### config.mk
export PLATFORM = sky130hd
export DESIGN_NAME = uuid_text_parser_unit_flat
export DESIGN_NICKNAME = d
export VERILOG_FILES = /design/src/design/uuidp_pkg.sv /design/src/design/uuidp_if.sv /design/src/design/uuidp_char_class.sv /design/src/design/uuid_text_parser_unit.sv /design/src/flat_wrapper.sv
export SDC_FILE = /design/constraint.sdc
export NUM_CORES = 1
export LEC_CHECK = 0
export BUFFER_PORTS_ARGS = -buffer_cell sky130_fd_sc_hd__buf_2
export CORE_MARGIN = 8
export CORE_UTILIZATION = 51
export CTS_CLUSTER_SIZE = 28
export DETAILED_ROUTE_END_ITERATION = 10
export PLACE_DENSITY = 0.76
export SYNTH_ARGS = -nofsm -noshare
export SYNTH_HDL_FRONTEND = slang
export SYNTH_SLANG_ARGS = --single-unit
### constraint.sdc
create_clock -name clk -period 5.04 [get_ports clk]
set_input_delay 1.512 -clock clk [delete_from_list [all_inputs] [get_ports clk]]
set_output_delay 1.512 -clock clk [all_outputs]
set_load 0.1 [all_outputs]
### src/design/uuidp_pkg.sv
// ----------------------------------------------------------------------------
// uuidp_pkg
// types, character codes and layout constants of the uuid text parser
// ----------------------------------------------------------------------------
package uuidp_pkg;

	// canonical text length and position counter
	localparam int unsigned TEXT_LEN = 36;
	localparam int unsigned POS_W    = $clog2(TEXT_LEN + 1);

	typedef logic [POS_W-1:0] pos_t;

	localparam pos_t TEXT_END   = pos_t'(TEXT_LEN);
	localparam pos_t DASH_POS_0 = pos_t'(8);
	localparam pos_t DASH_POS_1 = pos_t'(13);
	localparam pos_t DASH_POS_2 = pos_t'(18);
	localparam pos_t DASH_POS_3 = pos_t'(23);

	// identifier layout
	localparam int unsigned NIB_W  = 4;
	localparam int unsigned HALF_W = 64;
	localparam int unsigned ID_W   = 2 * HALF_W;
	localparam int unsigned WORD_W = 32;

	typedef logic [NIB_W-1:0] nib_t;

	// ascii codes
	localparam logic [7:0] CH_DASH    = 8'h2D;
	localparam logic [7:0] CH_ZERO    = 8'h30;
	localparam logic [7:0] CH_NINE    = 8'h39;
	localparam logic [7:0] CH_LOWER_A = 8'h61;
	localparam logic [7:0] CH_LOWER_F = 8'h66;
	localparam logic [7:0] CH_UPPER_A = 8'h41;
	localparam logic [7:0] CH_UPPER_F = 8'h46;

	localparam nib_t HEX_ALPHA_BASE = nib_t'(10);

	// one character of text
	typedef struct packed {
		logic [7:0]        ch;
		logic              last;
		logic              mix_enable;
		logic [HALF_W-1:0] mix_hi;
		logic [HALF_W-1:0] mix_lo;
	} text_item_t;

	// one parse result
	typedef struct packed {
		logic              valid_res;
		logic [HALF_W-1:0] id_hi;
		logic [HALF_W-1:0] id_lo;
		logic [WORD_W-1:0] folded_id;
	} result_item_t;

	// classification of one character at its position
	typedef struct packed {
		logic past_end;
		logic dash_slot;
		logic is_dash;
		logic is_hex;
		nib_t nib;
	} char_class_t;

endpackage

### src/design/uuidp_if.sv
// ----------------------------------------------------------------------------
// uuidp channel interfaces
// valid/ready channels for text characters and parse results
// ----------------------------------------------------------------------------
interface uuidp_text_if;
	logic                  valid;
	logic                  ready;
	uuidp_pkg::text_item_t data;

	modport source (output valid, output data, input ready);
	modport sink   (input valid, input data, output ready);
endinterface

interface uuidp_result_if;
	logic                    valid;
	logic                    ready;
	uuidp_pkg::result_item_t data;

	modport source (output valid, output data, input ready);
	modport sink   (input valid, input data, output ready);
endinterface

### src/design/uuidp_char_class.sv
// ----------------------------------------------------------------------------
// uuidp_char_class
// classifies one character: hex value, hyphen, slot kind at its position
// ----------------------------------------------------------------------------
module uuidp_char_class (
	input  logic [7:0]             ch,
	input  uuidp_pkg::pos_t        pos,
	output uuidp_pkg::char_class_t cls
);
	import uuidp_pkg::*;

	logic       is_digit;
	logic       is_lower;
	logic       is_upper;
	logic [7:0] off_digit;
	logic [7:0] off_lower;
	logic [7:0] off_upper;

	assign is_digit  = (ch >= CH_ZERO) && (ch <= CH_NINE);
	assign is_lower  = (ch >= CH_LOWER_A) && (ch <= CH_LOWER_F);
	assign is_upper  = (ch >= CH_UPPER_A) && (ch <= CH_UPPER_F);
	assign off_digit = ch - CH_ZERO;
	assign off_lower = ch - CH_LOWER_A;
	assign off_upper = ch - CH_UPPER_A;

	always_comb begin
		cls.past_end  = (pos >= TEXT_END);
		cls.dash_slot = (pos == DASH_POS_0) || (pos == DASH_POS_1) ||
		                (pos == DASH_POS_2) || (pos == DASH_POS_3);
		cls.is_dash   = (ch == CH_DASH);
		cls.is_hex    = is_digit || is_lower || is_upper;
		if (is_digit) begin
			cls.nib = off_digit[NIB_W-1:0];
		end else if (is_lower) begin
			cls.nib = off_lower[NIB_W-1:0] + HEX_ALPHA_BASE;
		end else if (is_upper) begin
			cls.nib = off_upper[NIB_W-1:0] + HEX_ALPHA_BASE;
		end else begin
			// bad digit packs as zero to keep later digits aligned
			cls.nib = '0;
		end
	end

endmodule

### src/design/uuid_text_parser_unit.sv
// ----------------------------------------------------------------------------
// uuid_text_parser_unit
// streaming parser of 8-4-4-4-12 uuid text into a 128-bit identifier
// ----------------------------------------------------------------------------
//
// channel  direction  payload                                   transfer
// -------  ---------  ----------------------------------------  ------------------
// text     sink       ch, last, mix_enable, mix_hi, mix_lo      valid && ready
// result   source     valid_res, id_hi, id_lo, folded_id        valid && ready
//
// one character per cycle unless a last character waits behind a held result; a
// character is registered in the input register, and the result of a last
// character is then registered in the result register, which drives the result port
// arst_n clears the stage valids, the position, the format flag and the
// packed digits; payload registers are not reset
// a held result only stalls a last character waiting in the input register;
// ordinary characters keep flowing under a full result register
// ----------------------------------------------------------------------------
module uuid_text_parser_unit (
	input  logic                  clk,
	input  logic                  arst_n,
	uuidp_text_if.sink            text,
	uuidp_result_if.source        result
);
	import uuidp_pkg::*;

	// input register
	logic        valid_s1;
	text_item_t  item_s1;

	// parse state
	pos_t             pos_q;
	logic             ok_q;
	logic [ID_W-1:0]  acc_q;

	// result register
	logic         res_valid_q;
	result_item_t res_q;

	char_class_t cls;
	logic        res_free;
	logic        adv_s1;
	logic        fire_res;

	pos_t             pos_n;
	logic             ok_n;
	logic [ID_W-1:0]  acc_n;
	logic [HALF_W-1:0] hi_n;
	logic [HALF_W-1:0] lo_n;

	uuidp_char_class u_class (
		.ch  (item_s1.ch),
		.pos (pos_q),
		.cls (cls)
	);

	// handshakes
	assign res_free   = !res_valid_q || result.ready;
	assign adv_s1     = valid_s1 && (!item_s1.last || res_free);
	assign fire_res   = adv_s1 && item_s1.last;
	assign text.ready = !valid_s1 || adv_s1;

	// next parse state for the character in the input register
	always_comb begin
		pos_n = pos_q;
		ok_n  = ok_q;
		acc_n = acc_q;
		if (cls.past_end) begin
			// too long: position saturates
			ok_n = 1'b0;
		end else if (cls.dash_slot) begin
			if (!cls.is_dash) begin
				ok_n = 1'b0;
			end
			pos_n = pos_q + pos_t'(1);
		end else begin
			if (!cls.is_hex) begin
				ok_n = 1'b0;
			end
			acc_n = {acc_q[ID_W-NIB_W-1:0], cls.nib};
			pos_n = pos_q + pos_t'(1);
		end
	end

	// optional mask on the final character
	always_comb begin
		hi_n = acc_n[ID_W-1:HALF_W];
		lo_n = acc_n[HALF_W-1:0];
		if (item_s1.mix_enable) begin
			hi_n = hi_n ^ item_s1.mix_hi;
			lo_n = lo_n ^ item_s1.mix_lo;
		end
	end

	// input register
	always_ff @(posedge clk or negedge arst_n) begin
		if (!arst_n) begin
			valid_s1 <= 1'b0;
		end else if (text.ready) begin
			valid_s1 <= text.valid;
		end
	end

	always_ff @(posedge clk) begin
		if (text.ready && text.valid) begin
			item_s1 <= text.data;
		end
	end

	// parse state, back to reset values after each text
	always_ff @(posedge clk or negedge arst_n) begin
		if (!arst_n) begin
			pos_q <= '0;
			ok_q  <= 1'b1;
			acc_q <= '0;
		end else if (adv_s1) begin
			if (item_s1.last) begin
				pos_q <= '0;
				ok_q  <= 1'b1;
				acc_q <= '0;
			end else begin
				pos_q <= pos_n;
				ok_q  <= ok_n;
				acc_q <= acc_n;
			end
		end
	end

	// result register
	always_ff @(posedge clk or negedge arst_n) begin
		if (!arst_n) begin
			res_valid_q <= 1'b0;
		end else if (fire_res) begin
			res_valid_q <= 1'b1;
		end else if (result.ready) begin
			res_valid_q <= 1'b0;
		end
	end

	always_ff @(posedge clk) begin
		if (fire_res) begin
			res_q.valid_res <= ok_n && (pos_n == TEXT_END);
			res_q.id_hi     <= hi_n;
			res_q.id_lo     <= lo_n;
			res_q.folded_id <= hi_n[HALF_W-1:WORD_W] ^ hi_n[WORD_W-1:0] ^
			                   lo_n[HALF_W-1:WORD_W] ^ lo_n[WORD_W-1:0];
		end
	end

	assign result.valid = res_valid_q;
	assign result.data  = res_q;

`ifndef NO_ASSERTIONS
	// position never runs past the text length
	a_pos_range: assert property (@(posedge clk) disable iff (!arst_n)
		pos_q <= TEXT_END)
		else $error("position beyond text length");

	// a final character clears the parse state
	a_text_restart: assert property (@(posedge clk) disable iff (!arst_n)
		fire_res |=> (pos_q == '0) && ok_q && (acc_q == '0))
		else $error("parse state not cleared after text end");

	// a new result never overwrites one still held
	a_no_overwrite: assert property (@(posedge clk) disable iff (!arst_n)
		fire_res |-> (!res_valid_q || result.ready))
		else $error("result overwritten");

	// the input register only stalls on a final character behind a held result
	a_stall_cause: assert property (@(posedge clk) disable iff (!arst_n)
		(valid_s1 && !adv_s1) |-> (item_s1.last && res_valid_q && !result.ready))
		else $error("input register stalled without cause");
`endif

endmodule
### src/flat_wrapper.sv
// flat-port wrapper written by rule: the top's interface ports become plain ports
module uuid_text_parser_unit_flat import uuidp_pkg::*;
  (clk, arst_n, text_valid, text_data, text_ready, result_valid, result_data, result_ready);
  uuidp_text_if text_i ();
  uuidp_result_if result_i ();
  input  logic clk;
  input  logic arst_n;
  input wire logic [$bits(text_i.valid)-1:0] text_valid;
  input wire logic [$bits(text_i.data)-1:0] text_data;
  output wire logic [$bits(text_i.ready)-1:0] text_ready;
  output wire logic [$bits(result_i.valid)-1:0] result_valid;
  output wire logic [$bits(result_i.data)-1:0] result_data;
  input wire logic [$bits(result_i.ready)-1:0] result_ready;
  assign text_i.valid = text_valid;
  assign text_i.data = text_data;
  assign text_ready = text_i.ready;
  assign result_valid = result_i.valid;
  assign result_data = result_i.data;
  assign result_i.ready = result_ready;
  uuid_text_parser_unit u_core (.clk(clk), .arst_n(arst_n), .text(text_i), .result(result_i));
endmodule
==> impl_results.md <==
- Status: finished, final reports clean
- Syn Area/Cell: 15.17 um2
- Core Region: 0.03540 mm2
- First-pass GRT wire length: between 60,000 and 70,000 um
- Die area: 0.04203 mm2
- Detail-routed via count per cell: between 5 and 6
- Tcrit/Tclk final: 74.03%
- Iteration-0 DRC Markers: 840
- Distinct cells, synth: 48
- Leakage: 8.518 nW
- Register area: between 0.01 and 0.015 mm2
- Row count: 69
- Fillers: 2,709
- Max-slew headroom: a little under two fifths
- TritonCTS clock tree: built
- Synth-to-Final Area Change: 19.13%
- Antenna violations before repair: 3
- FF-to-FF setup slack: about 1.8 ns
- Clock network fraction of total power: between 30% and 40%
- Sequential Power Share: 47.7%
- Die H: about 200 um
- Area occupied by multi-input gates: 0.005518 mm2
- Internal: 0.006201 W
- CTS Buf Count: 46
- Worst R2R End: u_core.result.data[0]
- Post-route design area: roughly 0.022 mm2
- RePlAce Congestion: 0.8532
- Register bit total from synthesis: 436
- Critical Path End Type: output pin
- Setup Total Neg Slack: 0 ns
- CP Data Required Time: 3.53 ns
- Root Buffer: clkbuf_16
- Setup CP Type: primary input to output pin
- Final Hold Violating Endpoints: 0
- Largest net degree at the start of global routing: 129
- Clk Latency, worst-skew pair: 0.58 ns
- Max-cap viol count: 0
- Layout Cells excl Fill: 2,008
- Main synth FF type: edfxtp_1
- CP endpoint: text_ready
- GRT Overall Usage: between 20% and 30%
- Grt ovf: 0
- VDD IR-drop max: 0.0003327 V
- Final net count: 1,657
- Vias in the first global route: 11,310
- Post-Syn Instances: 1,201
- EDFF count, synth: 299
- Total number of vias: about 11,000
- Clock skew: about 0.03 ns
- Residual DRC: 0
- NetSw: 0.002419 W
- Initial core utilization: approximately half
- First-pass DRT Iterations: 5
- Fin crit period: 3.731 ns
- Drt wl/cell: 22.70 um
- Net Count, Synth: ~1,400
- Crit path DAT: around 2.2 ns
- Number of port buffers: 304
- Io pins: 305
- Share of cells above drive strength 1: 25.16%
- Crit path launch: result_ready
- Worst-path maximum fanout: 3
- Clk sinks: 436
- Pwr/cell area: 397.1 mW/mm2
- CTS H-tree lvls: 2
- Reg2reg path depth: 8
- Slew Limit Fails: 0
- Async set or reset register ratio after synthesis: between 30% and 40%
- Reg-to-reg critical path startpoint: u_core.pos_q[0]
- Reg clk slew, reported paths: 0.06 ns
- DPL Wire Length: 31,410 um
- Startpoint types: primary input
- Final WL: roughly 46,000 um
- Max Freq: 268.0 MHz
- PostCTS Resize Cnt: 0
- Logic gate share of total power: 14.2%
- CTS Hold Bufs: 0
- Seq/Total Area, Yosys: 68.10%
- Die X: 205.0 um
- Post-Synthesis Cell Area: 0.01822 mm2
- Tightest Pin Transition: 0.9432 ns
- Post-placement cell count: 1,921
- RSZ-0062 raised after global routing: false
- Fin util: ~61%
- Warnings from Yosys: 0
- Design Power: 0.008619 W
- Final setup violating endpoints: 0
- DRT antenna net count: 0
- Switch share: 28.06%
- Cell Area, Placed: 0.02024 mm2
- Clock Tree Buf Depth: 3
- # Post-CTS Setup Buffers: 0
- Hold Path Class: flop to flop
-- worst min path at each step --
stage	start	end	depth (start not counted)
5_1_grt	u_core.acc_q[125]	u_core.acc_q[125]	1
4_1_cts	u_core.acc_q[127]	u_core.acc_q[127]	1
6_report	u_core.acc_q[127]	u_core.acc_q[127]	1
2_1_floorplan	u_core.acc_q[124]	u_core.acc_q[124]	1
3_3_place_gp	u_core.acc_q[126]	u_core.acc_q[126]	1
3_5_place_dp	u_core.acc_q[126]	u_core.acc_q[126]	1
-- state kept, by name, summed over array words and instances, names as in the netlist --
| name | cells |
|---|---|
| u_core.pos_q | 6 |
| u_core.result.valid | 1 |
| u_core.ok_q | 1 |
| u_core.acc_q | 128 |
| u_core.item_s1 | 138 |
| u_core.result.data | 161 |
| u_core.valid_s1 | 1 |
-- cell usage after synthesis (7+ instances only) --
cell / count / area share [%]
inv_1: 8 / 0.16
xnor2_1: 62 / 3.0
ha_1: 7 / 0.48
clkbuf_1: 36 / 0.74
o21ai_0: 13 / 0.36
mux2i_1: 127 / 7.0
a22o_1: 123 / 5.9
dfrtp_1: 136 / 19
xor2_1: 154 / 7.4
a21oi_1: 7 / 0.19
edfxtp_1: 299 / 49
nand2_1: 146 / 3.0
buf_6: 9 / 0.56
buf_2: 8 / 0.22
-- area by class of cell --
class	instances	share of cell area (%)
clock inverter	17	0.7263
sequential	436	57.16
antenna	1	0.01153
tap	461	2.657
inverter	8	0.1383
clock buffer	69	6.029
timing repair buffer	316	7.856
multi-input combinational	700	25.42
-- cells by family (layout without fill, tap and decap cells) --
| group | count (synthesis) | after routing | synth area share, % |
|---|---|---|---|
| adder cells (fa/ha/maj) | 7 | 7 | 0.4806 |
| other | 0 | 1 | 0 |
| AND/OR/NAND/NOR | 183 | 183 | 4.258 |
| XOR/XNOR | 221 | 221 | 11.02 |
| AO/OA/AOI/OAI | 161 | 161 | 7.279 |
| multiplexers | 128 | 128 | 7.038 |
| flip-flops | 436 | 436 | 68.10 |
| buffers and inverters | 65 | 410 | 1.827 |
-- routing by layer --
metal	GRT usage, %	vias up	part of all wire, %
met5	0	-	0.031
met4	7.889	2	2.9
met3	4.048	66	7.3
met2	33.66	447	47
met1	29.38	5500	42
li1	-	5007	-
-- power by group through the flow --
stage	Sequential (W)	Clock, W	Combinational [W]
2_1_floorplan	0.00476	0	0.000359
3_3_place_gp	0.00418	0	0.00122
3_5_place_dp	0.00418	0	0.00124
4_1_cts	0.00412	0.00334	0.00124
5_1_grt	0.00413	0.00348	0.00129
6_report	0.00411	0.00328	0.00122
-- critical path, stage by stage --
cell	delay, ns
buf_2	0.07
inv_1	0.05
nand4_1	0.13
buf_2	0.45
-- placed cells by master (no fill, tap or decap), types with 3 or more instances in the layout --
| master | count |
|---|---|
| buf_12 | 7 |
| a21oi_1 | 7 |
| clkinv_2 | 6 |
| mux2i_1 | 127 |
| and3_1 | 3 |
| buf_2 | 303 |
| nor2b_1 | 3 |
| nor2_1 | 5 |
| clkinv_1 | 5 |
| xor3_1 | 3 |
| nand2_1 | 146 |
| clkbuf_1 | 17 |
| xnor2_1 | 62 |
| buf_4 | 5 |
| edfxtp_1 | 299 |
| a22o_1 | 123 |
| ha_1 | 7 |
| o31ai_1 | 4 |
| xor2_1 | 154 |
| nand3_1 | 6 |
| clkbuf_16 | 47 |
| clkbuf_8 | 5 |
| o21ai_0 | 13 |
| inv_1 | 8 |
| a31oi_1 | 3 |
| dfrtp_1 | 136 |
-- stage by stage --
| step | hold WS (ns) | worst slack [ns] |
|---|---|---|
| after floorplan | 0.4658 | 0.3556 |
| after global placement | 0.4831 | 1.323 |
| after detailed placement | 0.4817 | 1.308 |
| after CTS | 0.5037 | 1.308 |
| after global routing | 0.5288 | 1.272 |
| final | 0.4997 | 1.309 |
No activity file was read; power rests on OpenSTA's default activity.
